## config.mk

```make
export PLATFORM = sky130hd
export DESIGN_NAME = sync_header_packet_deframer
export DESIGN_NICKNAME = d
export VERILOG_FILES = /design/src/rtl/shpd_pkg.sv /design/src/rtl/sync_header_packet_deframer.sv
export SDC_FILE = /design/constraint.sdc
export NUM_CORES = 1
export LEC_CHECK = 0
export BUFFER_PORTS_ARGS = -buffer_cell sky130_fd_sc_hd__buf_4
export CAP_MARGIN = 5
export CORE_ASPECT_RATIO = 1.4
export CORE_MARGIN = 5
export CORE_UTILIZATION = 41
export CTS_BUF_LIST = sky130_fd_sc_hd__clkbuf_8 sky130_fd_sc_hd__clkbuf_16
export DETAILED_ROUTE_END_ITERATION = 16
export PLACE_DENSITY = 0.58
export SYNTH_ARGS = -nofsm -noshare
export SYNTH_HDL_FRONTEND = slang
export SYNTH_SLANG_ARGS = --single-unit
```

## constraint.sdc

```tcl
create_clock -name clock -period 6.5 [get_ports clock]
set_clock_uncertainty 0.15 [all_clocks]
set_input_delay 0.325 -clock clock [delete_from_list [all_inputs] [get_ports clock]]
set_output_delay 0.325 -clock clock [all_outputs]
set_load 0.005 [all_outputs]
```

## src/rtl/shpd_pkg.sv

```systemverilog
// ----------------------------------------------------------------------------
// shpd_pkg
// Types and constants shared by the sync header packet deframer.
// ----------------------------------------------------------------------------
package shpd_pkg;

   localparam int MAX_PAYLOAD  = 256;
   localparam int HEADER_BYTES = 8;
   localparam int CHECK_SPAN   = 6;
   localparam int PAY_CNT_W    = $clog2(MAX_PAYLOAD + 1);

   localparam logic [7:0]  SYNC_VALUE_RST   = 8'd170;
   localparam logic [15:0] SYNC_TIMEOUT_RST = 16'd1000;
   localparam logic [15:0] BYTE_TIMEOUT_RST = 16'd100;

   typedef enum logic [1:0] {
      REG_SYNC_VALUE   = 2'd0,
      REG_SYNC_TIMEOUT = 2'd1,
      REG_BYTE_TIMEOUT = 2'd2,
      REG_UNUSED       = 2'd3
   } reg_index_type;

   typedef enum logic [1:0] {
      ST_OK        = 2'd0,
      ST_TIMEOUT   = 2'd1,
      ST_TOO_LONG  = 2'd2,
      ST_BAD_CHECK = 2'd3
   } status_type;

   typedef enum logic {
      KIND_BYTE = 1'b0,
      KIND_TICK = 1'b1
   } kind_type;

   typedef struct packed {
      kind_type   kind;
      logic [7:0] rx_byte;
   } req_word_type;

   typedef struct packed {
      logic        payload_valid;
      logic [7:0]  data_byte;
      logic [7:0]  byte_index;
      logic [7:0]  packet_type;
      logic [31:0] packet_offset;
      logic [15:0] packet_length;
      status_type  status;
      logic        last;
   } rsp_word_type;

endpackage

```

## src/rtl/sync_header_packet_deframer.sv

```systemverilog
// ----------------------------------------------------------------------------
// sync_header_packet_deframer
// Hunts for a sync byte, gathers an eight byte header, streams payload bytes
// and closes each packet attempt with a status word.
// ----------------------------------------------------------------------------
// One request word (a received byte or a timeout tick) is taken per clock;
// its result, if any, lands in the single response register the next cycle,
// and a new request is taken while that response waits as long as rsp_ready
// frees the register in the same cycle. The rate is set by the registered
// state update and that one-word response register. Header bytes before the
// last, non-sync bytes while hunting and ticks below the active timeout give
// no response. The CSR port is always ready; index 3 is ignored.
module sync_header_packet_deframer (
   input  logic                  clock,
   input  logic                  reset,
   input  logic                  req_valid,
   output logic                  req_ready,
   input  shpd_pkg::req_word_type req_word,
   output logic                  rsp_valid,
   input  logic                  rsp_ready,
   output shpd_pkg::rsp_word_type rsp_word,
   input  logic                  csr_valid,
   output logic                  csr_ready,
   input  logic [1:0]            csr_index,
   input  logic [15:0]           csr_data
);
   import shpd_pkg::*;

   typedef enum logic [1:0] {
      PH_HUNT    = 2'd0,
      PH_HEADER  = 2'd1,
      PH_PAYLOAD = 2'd2
   } phase_type;

   phase_type              phase_ff, phase_in;
   logic [2:0]             header_count_ff, header_count_in;
   logic [7:0]             held_type_ff, held_type_in;
   logic [31:0]            held_offset_ff, held_offset_in;
   logic [15:0]            held_length_ff, held_length_in;
   logic [7:0]             expected_check_ff, expected_check_in;
   logic [7:0]             running_xor_ff, running_xor_in;
   logic [PAY_CNT_W-1:0]   payload_count_ff, payload_count_in;
   logic [15:0]            idle_ticks_ff, idle_ticks_in;
   logic [7:0]             sync_value_ff;
   logic [15:0]            sync_timeout_ff, byte_timeout_ff;
   logic                   rsp_valid_ff, rsp_valid_in;
   rsp_word_type           rsp_word_ff, rsp_word_in;

   logic                   accept;
   logic                   emit;
   rsp_word_type           result;
   logic [15:0]            limit;
   logic [16:0]            ticks_nx;
   logic [PAY_CNT_W-1:0]   count_nx;
   logic [7:0]             xor_nx;
   logic [7:0]             b;

   assign req_ready = !rsp_valid_ff || rsp_ready;
   assign accept    = req_valid && req_ready;
   assign csr_ready = 1'b1;
   assign rsp_valid = rsp_valid_ff;
   assign rsp_word  = rsp_word_ff;

   assign b        = req_word.rx_byte;
   assign limit    = (phase_ff == PH_HUNT) ? sync_timeout_ff : byte_timeout_ff;
   assign ticks_nx = {1'b0, idle_ticks_ff} + 17'd1;
   assign count_nx = payload_count_ff + PAY_CNT_W'(1);
   assign xor_nx   = running_xor_ff ^ b;

   always_comb begin
      phase_in          = phase_ff;
      header_count_in   = header_count_ff;
      held_type_in      = held_type_ff;
      held_offset_in    = held_offset_ff;
      held_length_in    = held_length_ff;
      expected_check_in = expected_check_ff;
      running_xor_in    = running_xor_ff;
      payload_count_in  = payload_count_ff;
      idle_ticks_in     = idle_ticks_ff;
      emit              = 1'b0;
      result            = '0;
      result.packet_type   = held_type_ff;
      result.packet_offset = held_offset_ff;
      result.packet_length = held_length_ff;
      result.status        = ST_OK;
      result.last          = 1'b1;

      if (req_word.kind == KIND_TICK) begin
         if (ticks_nx >= {1'b0, limit}) begin
            emit   = 1'b1;
            result = '0;
            result.status = ST_TIMEOUT;
            result.last   = 1'b1;
            phase_in         = PH_HUNT;
            header_count_in  = '0;
            payload_count_in = '0;
            running_xor_in   = '0;
            idle_ticks_in    = '0;
         end else begin
            idle_ticks_in = ticks_nx[15:0];
         end
      end else begin
         idle_ticks_in = '0;
         case (phase_ff)
            PH_HUNT: begin
               if (b == sync_value_ff) begin
                  phase_in          = PH_HEADER;
                  header_count_in   = '0;
                  running_xor_in    = '0;
                  held_type_in      = '0;
                  held_offset_in    = '0;
                  held_length_in    = '0;
                  expected_check_in = '0;
               end
            end
            PH_HEADER: begin
               header_count_in = header_count_ff + 3'd1;
               if (header_count_ff != 3'(HEADER_BYTES - 1)) begin
                  running_xor_in = xor_nx;
               end
               case (header_count_ff)
                  3'd0: held_type_in = b;
                  3'd1: held_offset_in[7:0]   = b;
                  3'd2: held_offset_in[15:8]  = b;
                  3'd3: held_offset_in[23:16] = b;
                  3'd4: held_offset_in[31:24] = b;
                  3'd5: held_length_in[7:0]   = b;
                  3'd6: held_length_in[15:8]  = b;
                  default: begin
                     expected_check_in = b;
                     if (held_length_ff > 16'(MAX_PAYLOAD)) begin
                        emit          = 1'b1;
                        result.status = ST_TOO_LONG;
                     end else if (held_length_ff == '0) begin
                        emit          = 1'b1;
                        result.status = (running_xor_ff == b) ? ST_OK : ST_BAD_CHECK;
                     end
                     if (emit) begin
                        phase_in        = PH_HUNT;
                        header_count_in = '0;
                        running_xor_in  = '0;
                     end else begin
                        phase_in = PH_PAYLOAD;
                     end
                     payload_count_in = '0;
                  end
               endcase
            end
            PH_PAYLOAD: begin
               emit                 = 1'b1;
               result.payload_valid = 1'b1;
               result.data_byte     = b;
               result.byte_index    = 8'(payload_count_ff);
               running_xor_in       = xor_nx;
               payload_count_in     = count_nx;
               if (17'(count_nx) >= 17'(held_length_ff)) begin
                  result.status    = (xor_nx == expected_check_ff) ? ST_OK : ST_BAD_CHECK;
                  result.last      = 1'b1;
                  phase_in         = PH_HUNT;
                  header_count_in  = '0;
                  payload_count_in = '0;
                  running_xor_in   = '0;
               end else begin
                  result.last = 1'b0;
               end
            end
            default: begin
               phase_in         = PH_HUNT;
               header_count_in  = '0;
               payload_count_in = '0;
               running_xor_in   = '0;
            end
         endcase
      end

      rsp_valid_in = rsp_valid_ff && !rsp_ready;
      rsp_word_in  = rsp_word_ff;
      if (accept && emit) begin
         rsp_valid_in = 1'b1;
         rsp_word_in  = result;
      end
   end

   always_ff @(posedge clock) begin
      if (reset) begin
         phase_ff          <= PH_HUNT;
         header_count_ff   <= '0;
         held_type_ff      <= '0;
         held_offset_ff    <= '0;
         held_length_ff    <= '0;
         expected_check_ff <= '0;
         running_xor_ff    <= '0;
         payload_count_ff  <= '0;
         idle_ticks_ff     <= '0;
         sync_value_ff     <= SYNC_VALUE_RST;
         sync_timeout_ff   <= SYNC_TIMEOUT_RST;
         byte_timeout_ff   <= BYTE_TIMEOUT_RST;
         rsp_valid_ff      <= 1'b0;
      end else begin
         if (accept) begin
            phase_ff          <= phase_in;
            header_count_ff   <= header_count_in;
            held_type_ff      <= held_type_in;
            held_offset_ff    <= held_offset_in;
            held_length_ff    <= held_length_in;
            expected_check_ff <= expected_check_in;
            running_xor_ff    <= running_xor_in;
            payload_count_ff  <= payload_count_in;
            idle_ticks_ff     <= idle_ticks_in;
         end
         if (csr_valid && csr_ready) begin
            case (reg_index_type'(csr_index))
               REG_SYNC_VALUE:   sync_value_ff   <= csr_data[7:0];
               REG_SYNC_TIMEOUT: sync_timeout_ff <= csr_data;
               REG_BYTE_TIMEOUT: byte_timeout_ff <= csr_data;
               default: ;
            endcase
         end
         rsp_valid_ff <= rsp_valid_in;
      end
      rsp_word_ff <= rsp_word_in;
   end

   a_payload_len_range: assert property (@(posedge clock) disable iff (reset)
      phase_ff == PH_PAYLOAD |->
         held_length_ff != '0 && held_length_ff <= 16'(MAX_PAYLOAD))
      else $error("payload phase with out-of-range length");

   a_payload_count: assert property (@(posedge clock) disable iff (reset)
      phase_ff == PH_PAYLOAD |-> 17'(payload_count_ff) < 17'(held_length_ff))
      else $error("payload count passed header length");

   a_timeout_word: assert property (@(posedge clock) disable iff (reset)
      rsp_valid_ff && rsp_word_ff.status == ST_TIMEOUT |->
         rsp_word_ff.last && !rsp_word_ff.payload_valid &&
         rsp_word_ff.packet_length == '0)
      else $error("timeout word carries data");

   a_mid_word: assert property (@(posedge clock) disable iff (reset)
      rsp_valid_ff && !rsp_word_ff.last |->
         rsp_word_ff.payload_valid && rsp_word_ff.status == ST_OK)
      else $error("non-last word is not a clean payload byte");

   a_hunt_clear: assert property (@(posedge clock) disable iff (reset)
      accept && emit && result.last |=>
         phase_ff == PH_HUNT && running_xor_ff == '0 && header_count_ff == '0)
      else $error("packet end did not return to hunt");

endmodule

```

==> results of run 1 <==
## power groups by stage
stage	registers [W]	logic (W)	clock network, W
final	0.00144	0.000155	0.00135
after global routing	0.00144	0.000172	0.00144
after CTS	0.00144	0.000158	0.00139
after detailed placement	0.00147	0.000146	0
after global placement	0.00147	0.000145	0
after floorplan	0.00147	0.0000798	0
## tightest hold or removal path: stages
cell      delay (ns)
buf_4           0.07
nand2b_1        0.17
a21oi_1         0.11
## repair_timing
action | in CTS | in global routing
endpoints found under the hold margin | 51 | 0
hold buffers | 24 | 0
gates resized for setup | 0 | 0
## flip-flops by register name (all words and copies together) (netlist names), 9 cells and up
name	count
rsp_word	76
held_offset_ff	32
payload_count_ff	9
held_length_ff	16
sync_timeout_ff	16
idle_ticks_ff	16
byte_timeout_ff	16
## cells in the mapped netlist (9+ instances only)
cell      instances
o31ai_1           9
o21ai_0          10
mux2i_1          91
and2_1           72
inv_1            29
a21oi_1          61
ha_1             37
nand2_1         120
edfxtp_1         76
dfxtp_1         143
nand3_1          35
xnor2_1          28
nor2_1           98
clkbuf_1         40
nand4_1          15
nor4_1           13
buf_1            12
xor2_1           17
## cells by family (layout without fill, tap and decap cells)
group	Yosys count	count (layout)	share of synthesized area
flops	219	219	0.5111
simple gates	400	400	0.1934
compound gates	127	127	0.08353
buf+inv	86	213	0.03368
fa+ha+maj	37	37	0.04599
other cells	1	1	0.0003725
mux	93	93	0.09273
xor+xnor	45	45	0.03915
## routing by layer
layer | part of all wire | track usage
met5 | 0 | 0
met2 | 0.53 | 0.3133
met1 | 0.40 | 0.1993
met3 | 0.042 | 0.02006
met4 | 0.027 | 0.05178
## per-stage QoR
step                      area, sq um  hold WS, ns  power [W]  instances
final                           12150      0.08609   0.002948       1445
after global routing            12150       0.1298   0.003055       1445
after CTS                       12120      0.07241   0.002987       1444
after detailed placement        11100       0.2962   0.001619       1378
after global placement          11100       0.2946   0.001618       1378
after floorplan                 10070       0.2829   0.001552       1008
## layout make-up
class	instances	area, sq um
Clock inverter	18	191.4
Timing Repair Buffer	141	1139
Fill cell	2245	11910
Sequential cell	219	5145
Inverter	30	112.6
Multi-Input combinational cell	703	4582
Clock buffer	24	589.3
Tap cell	310	387.9
## path summary, 6_finish.rpt
check	startpoint	cells past startpoint	to
min	rsp_ready	3	rsp_valid$_SDFF_PP0_
min reg2reg	byte_timeout_ff[15]$_SDFFE_PP0P_	2	byte_timeout_ff[15]$_SDFFE_PP0P_
max reg2reg	idle_ticks_ff[0]$_SDFFE_PP0P_	14	rsp_word[70]$_SDFFCE_PP0P_
max	idle_ticks_ff[0]$_SDFFE_PP0P_	14	rsp_word[70]$_SDFFCE_PP0P_
==> flow_summary_export.csv, run 1 <==
group,metric,value,unit
run_status,status,"completed",
cells_and_area,fin_nets,1187,
die,dieArea,27830,sq um
placed_design,portBuffers,109,
power_and_ir_drop,internal_power,0.002313,W
worst_setup_path,required,6.51,ns
sta,worst_slack,1.575,ns
synth,synth_top_area_cell,"dfxtp_1",
power_and_ir_drop,clockPowerShare,0.458,
sta,slew-limit-headroom,0.2961,
synth,yosys_register_bits,219,
die,start_util,0.4184,
die,die_y,195.4,um
clock_network,cts_setup_buffers,0,
sta,setup_viol_count_final,0,
clock_network,cts.sink_count,219,
placed_design,gp_congestion,0.8073,
worst_setup_path,reg2reg_slack,1.57,ns
grt,antenna_found_initial,0,
route,routed_wl,23470,um
worst_setup_path,cpMaxStageDelayCell,"inv_2",
cells_and_area,fin_util,0.5049,
clock_network,cts_tree,"yes",
grt,grt_usage,0.1682,
placed_design,dp_slack,1.271,ns
route,vias,7360,
route,post_drt_wl_per_cell,16.24,um
sta,slew_violations,0,
die,die_w,142.4,um
grt,grt_overflow_total,0,
cells_and_area,n_antenna_cell,0,
job,max-cap-violations,0,
grt,grt_pass1_wl,38160,um
sta,timing.final.crit_share,0.7578,
cells_and_area,drive_gt1_frac,0.1524,
sta,max_freq,0.2030,GHz
cells_and_area,syn_to_final_growth,20.67,%
synth,yosysSeqAreaShare,0.5111,
worst_setup_path,crit_fanout,39,
grt,grt_pass1_vias,7331,
synth,syn_area,10070,sq um
power_and_ir_drop,p_leak,4.653,nW
power_and_ir_drop,peakVddDrop,0.1635,mV
clock_network,clkLatencyLatePin,0.51,ns
synth,synth_edf_count,76,
clock_network,htree_levels,1,
synth,synthFlopType,"dfxtp_1",
worst_setup_path,arrival,4.93,ns
synth,async_flop_share,0,
synth,synth.top_cell.area_share,0.2844,
worst_setup_path,start_kind,"flip-flop",
route,viasPerCell,5.093,
route,drt_iter0_markers,312,
worst_setup_path,crit_type,"reg -> reg",
synth,synth_cells,1008,
synth,yosysWarnings,0,
sta,rsz0062_at_grt,"false",
synth,synth_area_leaders,"dfxtp_1 (28%), edfxtp_1 (23%), mux2i_1 (9.0%)",
synth,syn-num-nets,1077,
die,rows,67,
die,core-area,24060,sq um
sta,worst_pin_slew,1.056,ns
worst_setup_path,critPathTopFamily,"simple AND/OR/NAND/NOR gates",
worst_setup_path,crit_top_cell,"nand3_1",
die,ios,111,
route,drc_errors,0,
cells_and_area,mostFrequentLayoutCells,"dfxtp_1 (143), nand2_1 (120), buf_4 (116), nor2_1 (98), mux2i_1 (91)",
clock_network,clk_path_buf_depth,3,
power_and_ir_drop,p_seq_frac,0.489,
route,drt_first_pass_iters,4,
worst_setup_path,crit_chain,"ha_1, nand3_1, or2_2, nor2_1, nand3_1, xnor2_1, ha_1, and3_1, nand4_1, o211a_1, o2111ai_1, nand3_1, inv_2, buf_4",
placed_design,place_hpwl,16590,um
grt,grt_max_degree,78,
power_and_ir_drop,p_comb_frac,0.053,
hold_path,hold_path_class,"in -> reg",
clock_network,cts_buffers,23,
power_and_ir_drop,power_density,242.7,nW/um^2
synth,avgSynthCellArea,9.986,sq um
worst_setup_path,slowest_delay,0.65,ns
cells_and_area,final_common_cell,"dfxtp_1",
clock_network,cts-root-buf,"clkbuf_16",
sta,fin_crit,4.925,ns
power_and_ir_drop,switching_share,0.2153,
power_and_ir_drop,switching_power,0.0006347,W
sta,tns,0,ns
synth,synth_cell_type_count,65,
worst_setup_path,worstSetupEndpointType,"flip-flop",
route,final_antenna_net_count,0,
worst_setup_path,crit_buf_inv,2,
sta,report.final.hold_viol_count,0,
clock_network,clk_pin_slew,0.06,ns
No activity file was read; power rests on OpenSTA's default activity.
==> run 2: changes to the inputs <==
- PLACE_DENSITY: 0.58 -> 0.6
- clock period: 6.5 -> 4.2 ns (I/O delays scaled with it)
==> run 2 against run 1 <==
First-iteration DRC count fell by 9.3%. Sequential share of layout area fell by 0.52 points. Setup slack got worse by 1.2 ns. Sequential power rose by 55%. Combinational power rose by 61%. Die area did not move. Via count rose by 0.61%. Non-clock buffer count rose by 11. Critical endpoint is now header_count_ff[0]$_SDFFE_PP0P_. Largest cell class unchanged. Highest routed layer unchanged.
==> flow_summary_export.csv, run 2 (synthesis gave the netlist of run 1 again) <==
group,metric,value,unit
worst_setup_path,r2r-end,"header_count_ff[0]$_SDFFE_PP0P_",
clock_network,clk_pin_slew,0.06,ns
route,drt_first_pass_iters,5,
power_and_ir_drop,power_density,369.9,nW/um^2
die,ios,111,
die,start_util,0.4184,
power_and_ir_drop,peakVddDrop,0.3084,mV
sta,worst_pin_slew,0.8368,ns
grt,grt_overflow_total,0,
die,die_w,142.4,um
route,viasPerCell,5.093,
sta,slew-limit-headroom,0.4418,
cells_and_area,fin_nets,1197,
cells_and_area,n_antenna_cell,0,
power_and_ir_drop,p_leak,4.703,nW
cells_and_area,mostFrequentLayoutCells,"dfxtp_1 (141), buf_4 (124), nand2_1 (120), nor2_1 (97), mux2i_1 (91)",
grt,grt_pass1_wl,38120,um
route,final_antenna_net_count,0,
worst_setup_path,crit_buf_inv,1,
worst_setup_path,r2r_start,"idle_ticks_ff[3]$_SDFFE_PP0P_",
hold_path,min_delay_worst_endpoint,"held_length_ff[2]$_SDFFE_PP0P_",
hold_path,hold_path_class,"in -> reg",
grt,grt_max_degree,77,
worst_setup_path,start_kind,"flip-flop",
route,post_drt_wl_per_cell,15.99,um
die,dieArea,27830,sq um
clock_network,cts_tree,"yes",
route,vias,7405,
placed_design,place_hpwl,16560,um
worst_setup_path,worstSetupEndpointType,"flip-flop",
clock_network,hold_buffers,26,
worst_setup_path,crit_fanout,10,
route,drt_iter0_markers,283,
placed_design,portBuffers,109,
sta,max_freq,0.2622,GHz
clock_network,cts_buffers,22,
grt,antenna_found_initial,0,
die,die_y,195.4,um
clock_network,clkLatencyLatePin,0.50,ns
worst_setup_path,crit_chain,"and4_1, nand2_1, or4_4, xnor2_1, ha_1, and3_1, nand4_1, o211a_1, o2111a_1, or3_1, buf_4, o41ai_1",
run_status,status,"completed",
clock_network,cts_setup_buffers,0,
placed_design,gp_congestion,0.8394,
die,rows,67,
worst_setup_path,slowest_delay,0.55,ns
clock_network,htree_levels,1,
worst_setup_path,cpMaxStageDelayCell,"or4_4",
sta,rsz0062_at_grt,"false",
cells_and_area,instances_no_fill,1454,
cells_and_area,final_common_cell,"dfxtp_1",
clock_network,clk_path_buf_depth,3,
clock_network,cts.sink_count,219,
worst_setup_path,critPathTopFamily,"simple AND/OR/NAND/NOR gates",
sta,fin_crit,3.814,ns
worst_setup_path,reg2reg_slack,0.39,ns
sta,setup_viol_count_final,0,
worst_setup_path,worstRegToRegCells,12,
sta,tns,0,ns
clock_network,cts_resized,0,
worst_setup_path,crit_type,"reg -> reg",
cells_and_area,syn_to_final_growth,22.29,%
hold_path,hold_depth,2,
cells_and_area,largest_reg_flops,76,
power_and_ir_drop,fin_total_pwr,0.004553,W
grt,grt_usage,0.1667,
sta,slew_violations,0,
sta,timing.final.crit_share,0.9081,
die,core-area,24060,sq um
sta,report.final.hold_viol_count,0,
placed_design,dp_cells,1388,
grt,grt_pass1_vias,7354,
route,routed_wl,23250,um
clock_network,cts-root-buf,"clkbuf_16",
worst_setup_path,required,4.43,ns
route,drc_errors,0,
worst_setup_path,arrival,4.05,ns
hold_path,hp-start,"reset",
cells_and_area,drive_gt1_frac,0.1652,
job,max-cap-violations,0,
## run 2: changes by cell type in the layout (fill, tap and decap cells not counted), moves of 2 or more
| cell | before | now |
|---|---|---|
| buf_12 | 0 | 2 |
| buf_4 | 116 | 124 |
| dfxtp_1 | 143 | 141 |
| dlygate4sd3_1 | 24 | 26 |
| inv_6 | 2 | 0 |
## run 2: worst reg2reg max path, stage by stage, from the launching register on
cell	delay [ns]
dfxtp_1	0.45
and4_1	0.25
nand2_1	0.10
or4_4	0.55
xnor2_1	0.15
ha_1	0.28
and3_1	0.15
nand4_1	0.13
o211a_1	0.31
o2111a_1	0.20
or3_1	0.40
buf_4	0.19
o41ai_1	0.39
## run 2: how the worst max path moves through the flow
stage	startpoint	end	slack (ns)	depth (start not counted)
2_1_floorplan	idle_ticks_ff[0]$_SDFFE_PP0P_	rsp_word[0]$_SDFFCE_PP1P_	0.006	14
3_3_place_gp	idle_ticks_ff[3]$_SDFFE_PP0P_	header_count_ff[2]$_SDFFE_PP0P_	0.52	12
3_5_place_dp	idle_ticks_ff[3]$_SDFFE_PP0P_	header_count_ff[0]$_SDFFE_PP0P_	0.44	12
4_1_cts	payload_count_ff[0]$_SDFFE_PP0P_	running_xor_ff[2]$_SDFFE_PP0P_	0.41	13
5_1_grt	payload_count_ff[0]$_SDFFE_PP0P_	running_xor_ff[2]$_SDFFE_PP0P_	0.07	12
6_report	idle_ticks_ff[3]$_SDFFE_PP0P_	header_count_ff[0]$_SDFFE_PP0P_	0.39	12
## run 2: final cells by class
| type | count | area (sq um) |
|---|---|---|
| well taps | 310 | 387.9 |
| repair buffers | 152 | 1231 |
| clock buffers | 25 | 603.1 |
| inverters | 30 | 116.4 |
| multi-input cells | 703 | 4647 |
| flip-flops and latches | 219 | 5150 |
| fillers | 2197 | 11750 |
| clock inverters | 15 | 173.9 |
## run 2: per-stage QoR
step           cell area [sq um]  hold slack [ns]  setup WS (ns)  utilization
4_1_cts                    12310          0.01400         0.4077       0.5116
5_1_grt                    12310          0.03799        0.06607       0.5116
3_5_place_dp               11270           0.2872         0.4365       0.4685
6_report                   12310          0.03243         0.3861       0.5116
3_3_place_gp               11270           0.2890         0.5174       0.4685
2_1_floorplan              10150           0.1840       0.006465            -
## run 2: report_power, final
group / switching [W] / internal, W / total, W
registers: 0.0000138 / 0.00222 / 0.00223
logic: 0.000145 / 0.000105 / 0.000250
clock network: 0.000799 / 0.00127 / 0.00207
## run 2: per-layer routing
metal	share of wire	vias up	global-route usage	routed length, um
met5	0	-	0	0
met3	0.043	42	0.02104	1008
met2	0.52	147	0.3082	12190
met1	0.41	3460	0.1979	9450
li1	-	3756	-	-
met4	0.026	0	0.05284	600
